### config.mk
export PLATFORM = sky130hd
export DESIGN_NAME = southbridge_pci_config_space_flat
export DESIGN_NICKNAME = d
export VERILOG_FILES = /design/src/hdl/scs_pkg.sv /design/src/hdl/scs_if.sv /design/src/hdl/southbridge_pci_config_space.sv /design/src/hdl/scs_dma.sv /design/src/flat_wrapper.sv
export SDC_FILE = /design/constraint.sdc
export NUM_CORES = 2
export LEC_CHECK = 0
export ABC_AREA = 1
export BUFFER_PORTS_ARGS = -buffer_cell sky130_fd_sc_hd__buf_2
export CAP_MARGIN = 20
export CORE_MARGIN = 1.5
export CORE_UTILIZATION = 55
export DETAILED_ROUTE_END_ITERATION = 8
export PLACE_DENSITY = 0.77
export SKIP_CTS_REPAIR_TIMING = 1
export SLEW_MARGIN = 20
export SYNTH_ARGS = -nofsm -noshare
export SYNTH_HDL_FRONTEND = slang
export SYNTH_SLANG_ARGS = --single-unit
export TNS_END_PERCENT = 10
### constraint.sdc
create_clock -name clk -period 4.9 [get_ports clk]
set_input_delay 0.49 -clock clk [delete_from_list [all_inputs] [get_ports clk]]
set_output_delay 0.49 -clock clk [all_outputs]
set_load 0.01 [all_outputs]
### src/hdl/scs_pkg.sv
// scs_pkg: shared types, constants and byte-space functions of the
// southbridge configuration space; used by scs_dma and the top level
`default_nettype none
package scs_pkg;

  localparam int unsigned FnCount = 4;
  localparam int unsigned SpaceDepth = 256;
  localparam int unsigned DmaChannels = 8;
  localparam int unsigned DmaPageWidth = 12;

  localparam logic OP_READ  = 1'b0;
  localparam logic OP_WRITE = 1'b1;

  localparam logic [7:0] ABSENT_BYTE   = 8'hff;
  localparam logic [7:0] DMA_FIRST_OFF = 8'h60;
  localparam logic [7:0] DMA_LAST_OFF  = 8'h6f;
  localparam logic [7:0] DMA_RO_EVEN   = 8'h68;
  localparam logic [7:0] DMA_RO_ODD    = 8'h69;
  localparam logic [7:0] ALIAS_FIRST   = 8'h70;
  localparam logic [7:0] ALIAS_LAST    = 8'h72;
  localparam logic [7:0] ALIAS_SHIFT   = 8'h44;
  localparam logic [7:0] CPU_RST_OFF   = 8'h47;
  localparam logic [7:0] CPU_RST_BITS  = 8'h81;

  typedef struct packed {
    logic       en;
    logic [7:0] off;
    logic [7:0] data;
  } wr_req_t;

  function automatic logic [7:0] cs_default(input logic [1:0] fn, input logic [7:0] off);
    logic [7:0] r;
    r = 8'h00;
    unique case (fn)
      2'd0: begin
        unique case (off)
          8'h00: r = 8'h06; 8'h01: r = 8'h11; 8'h02: r = 8'h86; 8'h03: r = 8'h05;
          8'h04: r = 8'h0f; 8'h07: r = 8'h02; 8'h0a: r = 8'h01; 8'h0b: r = 8'h06;
          8'h0e: r = 8'h80; 8'h48: r = 8'h01; 8'h4a: r = 8'h04; 8'h4f: r = 8'h03;
          8'h50: r = 8'h24; 8'h59: r = 8'h04;
          default: r = 8'h00;
        endcase
      end
      2'd1: begin
        unique case (off)
          8'h00: r = 8'h06; 8'h01: r = 8'h11; 8'h02: r = 8'h71; 8'h03: r = 8'h05;
          8'h04: r = 8'h80; 8'h06: r = 8'h80; 8'h07: r = 8'h02; 8'h09: r = 8'h85;
          8'h0a: r = 8'h01; 8'h0b: r = 8'h01; 8'h10: r = 8'hf1; 8'h11: r = 8'h01;
          8'h14: r = 8'hf5; 8'h15: r = 8'h03; 8'h18: r = 8'h71; 8'h19: r = 8'h01;
          8'h1c: r = 8'h75; 8'h1d: r = 8'h03; 8'h20: r = 8'h01; 8'h21: r = 8'hcc;
          8'h3c: r = 8'h0e; 8'h40: r = 8'h08; 8'h41: r = 8'h02; 8'h42: r = 8'h09;
          8'h43: r = 8'h3a; 8'h44: r = 8'h68; 8'h46: r = 8'hc0; 8'h48: r = 8'ha8;
          8'h49: r = 8'ha8; 8'h4a: r = 8'ha8; 8'h4b: r = 8'ha8; 8'h4c: r = 8'hff;
          8'h4e: r = 8'hff; 8'h4f: r = 8'hff; 8'h50: r = 8'h03; 8'h51: r = 8'h03;
          8'h52: r = 8'h03; 8'h53: r = 8'h03; 8'h61: r = 8'h02; 8'h69: r = 8'h02;
          default: r = 8'h00;
        endcase
      end
      2'd2: begin
        unique case (off)
          8'h00: r = 8'h06; 8'h01: r = 8'h11; 8'h02: r = 8'h38; 8'h03: r = 8'h30;
          8'h07: r = 8'h02; 8'h0a: r = 8'h03; 8'h0b: r = 8'h0c; 8'h0d: r = 8'h16;
          8'h20: r = 8'h01; 8'h21: r = 8'h03; 8'h3d: r = 8'h04; 8'h60: r = 8'h10;
          8'hc1: r = 8'h20;
          default: r = 8'h00;
        endcase
      end
      default: begin
        unique case (off)
          8'h00: r = 8'h06; 8'h01: r = 8'h11; 8'h02: r = 8'h40; 8'h03: r = 8'h30;
          8'h06: r = 8'h80; 8'h07: r = 8'h02; 8'h08: r = 8'h10; 8'h48: r = 8'h01;
          default: r = 8'h00;
        endcase
      end
    endcase
    return r;
  endfunction

  // offsets whose writes land in the byte space (dma range excluded)
  function automatic logic cs_writable(input logic [1:0] fn, input logic [7:0] off);
    logic w;
    w = 1'b0;
    unique case (fn)
      2'd0: w = (off == 8'h04) || (off == 8'h06) || (off == 8'h47) || (off == 8'h48) ||
                (off >= 8'h55 && off <= 8'h58) || (off == 8'h5b) ||
                (off >= ALIAS_FIRST && off <= ALIAS_LAST);
      2'd1: w = (off == 8'h04) || (off == 8'h06) || (off == 8'h07) || (off == 8'h09) ||
                (off == 8'h0d) || (off == 8'h10) || (off == 8'h11) || (off == 8'h13) ||
                (off == 8'h14) || (off == 8'h15) || (off == 8'h17) || (off == 8'h18) ||
                (off == 8'h19) || (off == 8'h1b) || (off == 8'h1c) || (off == 8'h1d) ||
                (off == 8'h1f) || (off == 8'h20) || (off == 8'h21) || (off == 8'h3c) ||
                (off >= 8'h40 && off <= 8'h51);
      2'd2: w = (off == 8'h04) || (off == 8'h07) || (off == 8'h20) || (off == 8'h0d) ||
                (off == 8'h21) || (off == 8'h3c) || (off == 8'h3d) || (off == 8'h40) ||
                (off == 8'h41) || (off == 8'h44) || (off == 8'h45) || (off == 8'hc0) ||
                (off == 8'hc1);
      default: w = (off == 8'h0d) || (off >= 8'h40 && off <= 8'h42) ||
                   (off >= 8'h44 && off <= 8'h47) || (off == 8'h49) ||
                   (off >= 8'h50 && off <= 8'h53);
    endcase
    return w;
  endfunction

  function automatic logic [7:0] cs_target(input logic [1:0] fn, input logic [7:0] off);
    if (fn == 2'd0 && off >= ALIAS_FIRST && off <= ALIAS_LAST) return off - ALIAS_SHIFT;
    return off;
  endfunction

  // bytes that hold flops: writable targets
  function automatic logic cs_stored(input logic [1:0] fn, input logic [7:0] off);
    if (fn == 2'd0 && off >= 8'h2c && off <= 8'h2e) return 1'b1;
    if (fn == 2'd0 && off >= ALIAS_FIRST && off <= ALIAS_LAST) return 1'b0;
    return cs_writable(fn, off);
  endfunction

  function automatic logic [7:0] cs_wr_value(input logic [1:0] fn, input logic [7:0] off,
                                              input logic [7:0] v, input logic [7:0] old);
    logic [7:0] r;
    r = v;
    unique case (fn)
      2'd0: begin
        priority case (off)
          8'h04: r = (v & 8'h08) | 8'h07;
          8'h06: r = old & ~(v & 8'hb0);
          8'h47: r = v & 8'hfe;
          default: r = v;
        endcase
      end
      2'd1: begin
        priority case (off)
          8'h04: r = v & 8'h85;
          8'h06: r = old & ~(v & 8'hb0);
          8'h09: r = (v & 8'h05) | 8'h8a;
          8'h10, 8'h18: r = (v & 8'hf8) | 8'h01;
          8'h14, 8'h1c: r = (v & 8'hfc) | 8'h01;
          8'h20: r = (v & 8'hf0) | 8'h01;
          default: r = v;
        endcase
      end
      2'd2: begin
        priority case (off)
          8'h04: r = v & 8'h97;
          8'h07: r = v & 8'h7f;
          8'h20: r = (v & 8'he0) | 8'h01;
          default: r = v;
        endcase
      end
      default: r = v;
    endcase
    return r;
  endfunction

endpackage
`default_nettype wire

### src/hdl/scs_if.sv
// scs_in_if and scs_out_if: valid/ready channels of the configuration
// space; depend on nothing
`default_nettype none
interface scs_in_if;
  logic       valid;
  logic       ready;
  logic       opcode;
  logic [2:0] function_number;
  logic [7:0] offset;
  logic [7:0] write_byte;
  modport source(output valid, opcode, function_number, offset, write_byte, input ready);
  modport sink(input valid, opcode, function_number, offset, write_byte, output ready);
endinterface

interface scs_out_if;
  logic       valid;
  logic       ready;
  logic [7:0] read_byte;
  logic       cpu_reset_request;
  modport source(output valid, read_byte, cpu_reset_request, input ready);
  modport sink(input valid, read_byte, cpu_reset_request, output ready);
endinterface
`default_nettype wire

### src/hdl/southbridge_pci_config_space.sv
// southbridge_pci_config_space: top level of the four-function config space
// depends on scs_pkg, scs_if and scs_dma
//
// usage: one byte access per word on in_word (opcode, function_number,
// offset, write_byte); one result word per access on out_word
// (read_byte, cpu_reset_request). reads of functions 4 to 7 give 0xff
// and writes there are dropped; writes return read_byte 0
// timing: an access passes the input register, then the result register;
// throughput one access per cycle while out_word.ready stays high
// only bytes that writes land in hold flops, all other bytes are constant decode
// reset: synchronous, loads the default bytes, clears dma state and
// empties both pipeline registers
// stall: while out_word.ready is low the result is held and the input
// register fills, after which in_word.ready drops
`default_nettype none
module southbridge_pci_config_space (
  input  wire logic clk,
  input  wire logic rst_n,
  scs_in_if.sink    in_word,
  scs_out_if.source out_word
);
  logic       s1_valid_r;
  logic       s1_op_r;
  logic [2:0] s1_fn_r;
  logic [7:0] s1_off_r;
  logic [7:0] s1_data_r;

  logic       out_valid_r;
  logic [7:0] out_byte_r;
  logic       out_rst_r;

  logic advance, s1_fire, present, wr_go;
  logic [7:0] tgt_off, old_byte, new_byte, rd_byte_nxt, dma_byte;
  logic [7:0] space_w [scs_pkg::FnCount][scs_pkg::SpaceDepth];
  scs_pkg::wr_req_t dma_wr;

  assign advance       = !out_valid_r || out_word.ready;
  assign in_word.ready = !s1_valid_r || advance;
  assign s1_fire       = s1_valid_r && advance;
  assign present       = (s1_fn_r[2] == 1'b0);
  assign wr_go         = s1_fire && s1_op_r == scs_pkg::OP_WRITE && present
                         && scs_pkg::cs_writable(s1_fn_r[1:0], s1_off_r);
  assign tgt_off       = scs_pkg::cs_target(s1_fn_r[1:0], s1_off_r);
  assign old_byte      = space_w[s1_fn_r[1:0]][tgt_off];
  assign new_byte      = scs_pkg::cs_wr_value(s1_fn_r[1:0], s1_off_r, s1_data_r, old_byte);

  genvar f, o;
  generate
    for (f = 0; f < scs_pkg::FnCount; f++) begin : g_fn
      for (o = 0; o < scs_pkg::SpaceDepth; o++) begin : g_off
        if (scs_pkg::cs_stored(2'(f), 8'(o))) begin : g_reg
          logic [7:0] byte_r;
          always_ff @(posedge clk) begin
            if (!rst_n) begin
              byte_r <= scs_pkg::cs_default(2'(f), 8'(o));
            end else if (wr_go && s1_fn_r[1:0] == 2'(f) && tgt_off == 8'(o)) begin
              byte_r <= new_byte;
            end
          end
          assign space_w[f][o] = byte_r;
        end else begin : g_const
          assign space_w[f][o] = scs_pkg::cs_default(2'(f), 8'(o));
        end
      end
    end
  endgenerate

  assign dma_wr.en   = s1_fire && s1_op_r == scs_pkg::OP_WRITE && s1_fn_r == 3'd0;
  assign dma_wr.off  = s1_off_r;
  assign dma_wr.data = s1_data_r;

  scs_dma u_dma (
    .clk     (clk),
    .rst_n   (rst_n),
    .wr      (dma_wr),
    .rd_off  (s1_off_r),
    .rd_byte (dma_byte)
  );

  always_comb begin
    if (!present) begin
      rd_byte_nxt = scs_pkg::ABSENT_BYTE;
    end else if (s1_fn_r == 3'd0 && s1_off_r >= scs_pkg::DMA_FIRST_OFF
                 && s1_off_r <= scs_pkg::DMA_LAST_OFF) begin
      rd_byte_nxt = dma_byte;
    end else begin
      rd_byte_nxt = space_w[s1_fn_r[1:0]][s1_off_r];
    end
  end

  always_ff @(posedge clk) begin
    if (!rst_n) begin
      s1_valid_r  <= 1'b0;
      out_valid_r <= 1'b0;
    end else begin
      if (in_word.valid && in_word.ready) s1_valid_r <= 1'b1;
      else if (advance)                   s1_valid_r <= 1'b0;
      if (advance) out_valid_r <= s1_valid_r;
    end
  end

  always_ff @(posedge clk) begin
    if (in_word.valid && in_word.ready) begin
      s1_op_r   <= in_word.opcode;
      s1_fn_r   <= in_word.function_number;
      s1_off_r  <= in_word.offset;
      s1_data_r <= in_word.write_byte;
    end
    if (s1_fire) begin
      if (s1_op_r == scs_pkg::OP_WRITE) begin
        out_byte_r <= 8'h00;
        out_rst_r  <= s1_fn_r == 3'd0 && s1_off_r == scs_pkg::CPU_RST_OFF
                      && (s1_data_r & scs_pkg::CPU_RST_BITS) == scs_pkg::CPU_RST_BITS;
      end else begin
        out_byte_r <= rd_byte_nxt;
        out_rst_r  <= 1'b0;
      end
    end
  end

  assign out_word.valid             = out_valid_r;
  assign out_word.read_byte         = out_byte_r;
  assign out_word.cpu_reset_request = out_rst_r;
endmodule
`default_nettype wire

### src/hdl/scs_dma.sv
// scs_dma: page bits and enables of the eight dma channels of function 0
// depends on scs_pkg
`default_nettype none
module scs_dma (
  input  wire logic            clk,
  input  wire logic            rst_n,
  input  wire scs_pkg::wr_req_t wr,
  input  wire logic [7:0]      rd_off,
  output logic [7:0]           rd_byte
);
  logic [scs_pkg::DmaPageWidth-1:0] page_r [scs_pkg::DmaChannels];
  logic [scs_pkg::DmaChannels-1:0]  en_r;
  logic [2:0] wr_ch;
  logic [2:0] rd_ch;
  logic       wr_hit;

  assign wr_ch  = wr.off[3:1];
  assign rd_ch  = rd_off[3:1];
  assign wr_hit = wr.en && wr.off >= scs_pkg::DMA_FIRST_OFF && wr.off <= scs_pkg::DMA_LAST_OFF
                  && wr.off != scs_pkg::DMA_RO_EVEN && wr.off != scs_pkg::DMA_RO_ODD;

  always_ff @(posedge clk) begin
    if (!rst_n) begin
      en_r <= '0;
      for (int i = 0; i < scs_pkg::DmaChannels; i++) page_r[i] <= '0;
    end else if (wr_hit) begin
      if (wr.off[0]) begin
        page_r[wr_ch][11:4] <= wr.data;
      end else begin
        page_r[wr_ch][3:0] <= wr.data[7:4];
        en_r[wr_ch]        <= wr.data[3];
      end
    end
  end

  always_comb begin
    if (rd_off[0]) rd_byte = page_r[rd_ch][11:4];
    else           rd_byte = {page_r[rd_ch][3:0], en_r[rd_ch], 3'b000};
  end
endmodule
`default_nettype wire

### src/flat_wrapper.sv
// flat-port wrapper written by rule: the top's interface ports become plain ports
module southbridge_pci_config_space_flat 
  (clk, rst_n, in_word_valid, in_word_opcode, in_word_function_number, in_word_offset, in_word_write_byte, in_word_ready, out_word_valid, out_word_read_byte, out_word_cpu_reset_request, out_word_ready);
  scs_in_if in_word_i ();
  scs_out_if out_word_i ();
  input  wire logic clk;
  input  wire logic rst_n;
  input wire logic [$bits(in_word_i.valid)-1:0] in_word_valid;
  input wire logic [$bits(in_word_i.opcode)-1:0] in_word_opcode;
  input wire logic [$bits(in_word_i.function_number)-1:0] in_word_function_number;
  input wire logic [$bits(in_word_i.offset)-1:0] in_word_offset;
  input wire logic [$bits(in_word_i.write_byte)-1:0] in_word_write_byte;
  output wire logic [$bits(in_word_i.ready)-1:0] in_word_ready;
  output wire logic [$bits(out_word_i.valid)-1:0] out_word_valid;
  output wire logic [$bits(out_word_i.read_byte)-1:0] out_word_read_byte;
  output wire logic [$bits(out_word_i.cpu_reset_request)-1:0] out_word_cpu_reset_request;
  input wire logic [$bits(out_word_i.ready)-1:0] out_word_ready;
  assign in_word_i.valid = in_word_valid;
  assign in_word_i.opcode = in_word_opcode;
  assign in_word_i.function_number = in_word_function_number;
  assign in_word_i.offset = in_word_offset;
  assign in_word_i.write_byte = in_word_write_byte;
  assign in_word_ready = in_word_i.ready;
  assign out_word_valid = out_word_i.valid;
  assign out_word_read_byte = out_word_i.read_byte;
  assign out_word_cpu_reset_request = out_word_i.cpu_reset_request;
  assign out_word_i.ready = out_word_ready;
  southbridge_pci_config_space u_core (.clk(clk), .rst_n(rst_n), .in_word(in_word_i), .out_word(out_word_i));
endmodule
=== After elaboration in Yosys (flattened, before gate mapping) ===
Memories as Yosys holds them, arrays and structs flattened. A register that Yosys moved wholly into a read port is not among the register bits.
Cells that the tools add are included.

* Register bits after elaboration: 647
* RAM bits: 96
* Input bits: 24
* Output and inout bits: 11
* Memories: 1

{| class="wikitable"
|+ Memory list
! name !! words !! width !! read ports !! clocked after memory_dff !! wr ports !! line !! RTL
|-
| u_core.u_dma.page_r || 8 || 12 || 1 || 1 || 8 || scs_dma.sv:11 || <nowiki>logic [scs_pkg::DmaPageWidth-1:0] page_r [scs_pkg::DmaChannels];</nowiki>
|}

* $add $sub $neg: 1
* Magnitude comparators: 18
* Equality and inequality tests: 88
* Mux-type cells: 40
* Bitwise gates (word level): 7
* Reduce and logical (&&, ||, !) cells: 155

{| class="wikitable"
|+ Operators by type and width
! cell !! number
|-
| $bmux 2048 s2 || 1
|-
| $mux 2048 || 2
|-
| $eq 8x7->1 const B || 33
|-
| $eq 8x5->1 const B || 24
|-
| $bmux 8 s8 || 2
|-
| $logic_and 1x1->1 || 103
|-
| $eq 8x6->1 const B || 11
|-
| $mux 8 || 9
|-
| $pmux 8 s3 || 3
|-
| $le 8x7->1 const B || 7
|-
| $eq 8x3->1 const B || 6
|-
| $ge 8x7->1 const B || 6
|-
| $pmux 8 s6 || 1
|-
| $logic_or 1x1->1 || 43
|-
| $eq 8x4->1 const B || 4
|-
| $eq 8x8->1 const B || 4
|-
| $ge 9x9->1 const B || 2
|-
| $not 8->9 || 2
|-
| $ne 8x7->1 const B || 2
|-
| $mux 1 || 14
|-
| $mux 12 || 1
|-
| $reduce_or 12->1 || 1
|-
| $and 8x8->8 || 1
|-
| $bwmux 8 || 1
|-
| other kinds (20) || 26
|}

=== Longest topological paths before layout ===
* Depth after elaboration: 25
* Depth in mapped cells: 29
* Gate-level depth less buffers: 24

=== Cells and area by module ===
A second synthesis with hierarchy kept.

* Cells, all modules: 5597
* Area total of the unflattened synthesis: 38408.1 sq um

{| class="wikitable"
|+ Modules (own cells, without submodules)
! module !! times used !! cells each !! area each (sq um) !! sequential area each (sq um)
|-
| southbridge_pci_config_space || 1 || 5058 || 33502.1 || 13082.5
|-
| scs_dma || 1 || 539 || 4906.0 || 3042.9
|}

=== Least setup slack after synthesis ===
OpenSTA, ideal clock, no wires.

* Kind: register to register
* Start: register u_core.s1_fn_r[0]
* End: register u_core.g_fn[1].g_off[17].g_reg.byte_r[1]
* Library setup time: 0.131 ns
* Arrival time: 3.612 ns
* Required time: 4.769 ns
* Slack: 1.156 ns
* Cell stages (with the launch flop): 26
* Cell sequence: edfxtp_1 > buf_4 > inv_2 > buf_2 > buf_4 > buf_2 > buf_2 > ha_1 > o21ai_0 > nor2_4 > nand3_1 > nand2_1 > inv_2 > nor2_4 > inv_1 > or3_1 > nand3_1 > nand2_1 > nand2_1 > nand2_1 > nand2_1 > nand2_1 > nand2_1 > buf_4 > buf_6 > a21oi_1

* Cells in the longest elaborated chain, start to end: 12
* Elaborated cells between the ends (all ways): 24

{| class="wikitable"
|+ Ends and longest elaborated chain
! item !! line !! RTL
|-
| from (decl) || southbridge_pci_config_space.sv:24 || <nowiki>logic [2:0] s1_fn_r;</nowiki>
|-
| from (signal assigned) || southbridge_pci_config_space.sv:105 || <nowiki>s1_fn_r <= in_word.function_number;</nowiki>
|-
| $logic_not 2->1 || scs_pkg.sv:83, scs_pkg.sv:105, scs_pkg.sv:120 ||
|-
| $logic_and 1x1->1 (2 in a row) || scs_pkg.sv:105 || <nowiki>if (fn == 2'd0 && off >= ALIAS_FIRST && off <= ALIAS_LAST) return off - ALIAS_SHIFT;</nowiki>
|-
| $mux 1 || scs_pkg.sv:105 ||
|-
| $mux 8 || scs_pkg.sv:106 || <nowiki>return off;</nowiki>
|-
| $not 8->9 (implied by the code) || southbridge_pci_config_space.sv:44 || <nowiki>assign old_byte = space_w[s1_fn_r[1:0]][tgt_off];</nowiki>
|-
| $bmux 8 s8 || southbridge_pci_config_space.sv:44 ||
|-
| $mux 8 (implied by the code) (2 in a row) || southbridge_pci_config_space.sv:44 ||
|-
| $and 8x8->8 || scs_pkg.sv:124, scs_pkg.sv:132 ||
|-
| $pmux 8 s6 / $pmux 8 s3 (equally long branches) || scs_pkg.sv:130, scs_pkg.sv:122 ||
|-
| $pmux 8 s3 || scs_pkg.sv:120 || <nowiki>unique case (fn)</nowiki>
|-
| to (signal assigned) || southbridge_pci_config_space.sv:55 || <nowiki>byte_r <= scs_pkg::cs_default(2'(f), 8'(o));</nowiki>
|-
| to (signal assigned) || southbridge_pci_config_space.sv:57 || <nowiki>byte_r <= new_byte;</nowiki>
|-
| to (decl) || southbridge_pci_config_space.sv:52 || <nowiki>logic [7:0] byte_r;</nowiki>
|}

Several ways; a longest one is shown, not always the timed one. The select of a mux whose other input is x is not followed.
A chain may end at the register's enable or synchronous reset.

=== Worst setup path in the final report ===
* Start: register u_core.s1_off_r[1]
* End: register u_core.g_fn[2].g_off[32].g_reg.byte_r[0]

* Cells in the longest elaborated chain, start to end: 25
* Elaborated cells between the ends (all ways): 111

{| class="wikitable"
|+ Ends and longest elaborated chain
! item !! line !! RTL
|-
| from (decl) || southbridge_pci_config_space.sv:25 || <nowiki>logic [7:0] s1_off_r;</nowiki>
|-
| from (signal assigned) || southbridge_pci_config_space.sv:106 || <nowiki>s1_off_r <= in_word.offset;</nowiki>
|-
| parallel branches: the longest is 25 deep, another holds $ge 8x7->1 || - ||
|-
| to (signal assigned) || southbridge_pci_config_space.sv:55 ||
|-
| to (signal assigned) || southbridge_pci_config_space.sv:57 ||
|-
| to (decl) || southbridge_pci_config_space.sv:52 ||
|}

Several ways; the timed one is not identified. The select of a mux whose other input is x is not followed.

==> reports/qor.yml <==
worst_setup_path:
  startpoint_type: "flip-flop"
  endpoint_kind: "flip-flop"
  cp.arrival_ns: 5.31
  endpoint: "u_core.g_fn[2].g_off[32].g_reg.byte_r[0]$_SDFFE_PN1P_"
  crit_fanout: 18
  path_class: "reg -> reg"
  crit_path_start: "u_core.s1_off_r[1]$_DFFE_PP_"
  r2r-start: "u_core.s1_off_r[1]$_DFFE_PP_"
  worst-r2r-cell-count: 16
  reg2reg_slack_ns: 0.16
  r2r_end: "u_core.g_fn[2].g_off[32].g_reg.byte_r[0]$_SDFFE_PN1P_"
  cp.required_ns: 5.47
synthesis:
  ys_warn_count: 0
  synth_edf_count: 125
  synthSimpleGateAreaFrac_pct: 24.1
  syn-instance-count: 5475
  synth.area.mux_share_pct: 0
  synth_fa_ha_area_share_pct: 0.299
  ys_ff_latch: 746
  synth_compound_gate_area_share_pct: 19.2
  synth_area_per_cell_sq_um: 6.89
  yosysSeqAreaShare_pct: 42.9
  syn_area_sq_mm: 0.0377
  synthDistinctLibCells: 54
  synth_top_family_by_area: "simple AND/OR/NAND/NOR gates"
  synth-async-reset-ratio_pct: 0
  synthFlopType: "dfxtp_1"
  synth-xor-area-share_pct: 0
detailed_routing:
  drtIter0Drc: 6047
  drcViolationCount: 0
  wire_per_inst_um: 23.5
  wirelength_mm: 151
  vias_per_cell: 6.10
  detail-route-antenna-nets: 0
  vias: 39100
  drt_first_pass_iters: 7
placed_design:
  place_congestion: 1.09
  port_buffers: 34
  hpwlAfterDp_mm: 103
timing:
  relSlewSlack_pct: 25.7
  period_minus_slack_ns: 4.74
  rsz0062_at_grt: "false"
  final-hold-violation-count: 0
  setup_tns_ns: 0
  setup_viol: 0
  tightest_slew_ns: 1.12
  skew_ns: 0.0276
  fmax_ghz: 0.211
  timing.final.crit_share_pct: 96.8
  report.final.slew_viol_count: 0
floorplanning:
  die_h_um: 265
  initial_core_util_pct: 55.9
  core_area_sq_mm: 0.0675
  fp.dieW_um: 265
  fp.dieArea_sq_mm: 0.0702
  num_rows: 95
  io_pins: 35
cts:
  clk_pin_slew_ns: 0.06
  numCtsBuffers: 81
  tritoncts: "built"
  clock_sinks: 746
  clk_latency_ns: 0.65
  h-tree-depth: 3
  clock_tree.root_cell: "clkbuf_16"
  cts.path.max_buffers: 3
layout:
  nets: 5496
  fillers: 6264
  syn_to_final_growth_pct: 10.5
  drive_above_1_share_pct: 8.79
grt:
  grt_use_total_pct: 41.8
  grt_start_max_net_pins: 171
  grt_pass1_vias: 35400
  overflow: 0
  antenna_found_initial: 2
  grt_pass1_wl_mm: 224
worst_hold_path:
  holdCritPathClass: "in -> reg"
power_and_ir_drop:
  power_density_mw_per_mm2: 332
  ir_drop_v: 0.000294
  power_mw: 13.8
  leakagePower_nw: 18.8
run_status:
  status: "completed"
job:
  drv_cap: 0
## layer usage
layer / GRT usage [%] / share of wire, %
met1: 54.5 / 38
met2: 63.4 / 43
met3: 9.61 / 12
met4: 24.7 / 6.7
met5: 0 / 0.0086
## worst min-delay path by stage
stage | start | endpoint | slack, ns | cells past startpoint
4_1_cts | in_word_offset[5] | u_core.s1_off_r[5]$_DFFE_PP_ | 0.01 | 1
3_3_place_gp | u_core.u_dma.en_r[4]$_SDFFE_PN0P_ | u_core.u_dma.en_r[4]$_SDFFE_PN0P_ | 0.41 | 2
2_1_floorplan | u_core.u_dma.en_r[4]$_SDFFE_PN0P_ | u_core.u_dma.en_r[4]$_SDFFE_PN0P_ | 0.41 | 2
3_5_place_dp | u_core.u_dma.en_r[4]$_SDFFE_PN0P_ | u_core.u_dma.en_r[4]$_SDFFE_PN0P_ | 0.43 | 2
5_1_grt | in_word_write_byte[2] | u_core.s1_data_r[2]$_DFFE_PP_ | 0.02 | 1
6_report | in_word_write_byte[2] | u_core.s1_data_r[2]$_DFFE_PP_ | 0.03 | 1
## cells in the final DEF (no fill, tap or decap), types with 14 or more instances in the layout
| cell | instances |
|---|---|
| nand3_2 | 21 |
| nor3_1 | 22 |
| inv_1 | 895 |
| nor2_4 | 19 |
| buf_2 | 33 |
| nand2_1 | 1335 |
| o22ai_1 | 70 |
| a21oi_1 | 693 |
| clkinv_2 | 18 |
| o21ai_0 | 336 |
| nand4_1 | 21 |
| clkbuf_16 | 83 |
| nand3_1 | 375 |
| nor2_1 | 295 |
| o221ai_1 | 81 |
| buf_4 | 140 |
| clkbuf_1 | 16 |
| edfxtp_1 | 125 |
| nand2_2 | 37 |
| clkbuf_8 | 14 |
| a22oi_1 | 17 |
| buf_12 | 17 |
| inv_2 | 63 |
| dfxtp_1 | 621 |
| o211ai_1 | 20 |
| o2111ai_1 | 14 |
## Yosys cell counts, types with 9 or more instances
| library cell | number | share of area (%) |
|---|---|---|
| nor2_4 | 17 | 0.51 |
| o2111ai_1 | 14 | 0.33 |
| nor2_1 | 295 | 2.9 |
| inv_2 | 63 | 0.63 |
| nand3_2 | 21 | 0.56 |
| nor3_1 | 22 | 0.29 |
| o211ai_1 | 20 | 0.40 |
| o22ai_1 | 70 | 1.2 |
| nand2_2 | 38 | 0.63 |
| o21ai_0 | 336 | 4.5 |
| o21ai_1 | 14 | 0.19 |
| inv_1 | 896 | 8.9 |
| buf_2 | 87 | 1.2 |
| a21oi_1 | 693 | 9.2 |
| nand4_1 | 21 | 0.35 |
| edfxtp_1 | 125 | 10 |
| ha_1 | 9 | 0.30 |
| nand2_1 | 1341 | 13 |
| nor2_2 | 12 | 0.20 |
| clkbuf_1 | 134 | 1.3 |
| a22oi_1 | 17 | 0.34 |
| buf_1 | 21 | 0.21 |
| nand3_1 | 375 | 5.0 |
| buf_4 | 39 | 0.78 |
| o221ai_1 | 81 | 1.9 |
| buf_6 | 15 | 0.45 |
| a211oi_1 | 11 | 0.22 |
| dfxtp_1 | 621 | 33 |
## worst max-delay path, cell delays in order, from the launching register on
cell and delay [ns]:
edfxtp_1 0.52, buf_4 0.28, nand2_2 0.38, inv_2 0.41, o311ai_0 0.43, nand2_1 0.11
nand4_1 0.09, nand2_1 0.10, nand4_1 0.22, nand2_2 0.10, buf_4 0.21, nor2_4 0.11
buf_12 0.21, nand3_1 0.37, inv_1 0.60, nand3_1 0.38, nand3_1 0.15
## metrics by stage
step	worst slack (ns)	cells	util, %	hold slack [ns]	instance area [sq um]
3_5_place_dp	0.459	6253	57.8	0.427	39000
6_report	0.158	6401	61.7	0.0279	41700
4_1_cts	0.432	6400	61.7	0.0148	41700
3_3_place_gp	0.406	6253	57.8	0.415	39000
5_1_grt	0.0773	6400	61.7	0.0226	41700
2_1_floorplan	1.16	5486	-	0.407	37800
## sequential cells by signal, summed over array words and instances, names as in the netlist, named ones only
signal,flops
u_core.s1_data_r,8
u_core.s1_off_r,8
u_core.out_word.cpu_reset_request,1
u_core.out_word.read_byte,8
u_core.u_dma.page_r,96
u_core.s1_fn_r,3
u_core.g_fn.g_off.g_reg.byte_r,608
u_core.out_word.valid,1
u_core.u_dma.en_r,8
u_core.s1_valid_r,1
u_core.s1_op_r,1
## where the power goes
group          internal, mW  leakage, nW  switching, mW
registers              6.28         6.25         0.0411
clock network          3.56         1.33           2.63
logic                 0.272         11.2           1.07
total                  10.1         18.8           3.74
## cells by family (layout without fill, tap and decap cells)
kind of cell / after synthesis / count (layout)
AND/OR/NAND/NOR: 2156 / 2156
adder cells (fa/ha/maj): 9 / 9
AO/OA/AOI/OAI: 1302 / 1302
other: 1 / 13
flip-flops: 746 / 746
buffers and inverters: 1261 / 1302
## cell type report
type,count,area (sq um),area share [%]
multi-input combinational,3479,16500,39.7
sequential,746,16200,38.8
inverter,964,3630,8.70
clock buffer,116,2340,5.63
timing repair buffer,191,1570,3.77
tap,873,1090,2.62
clock inverter,31,305,0.733
antenna,1,2.50,0.00600
Power figures use the tool's default switching activity.
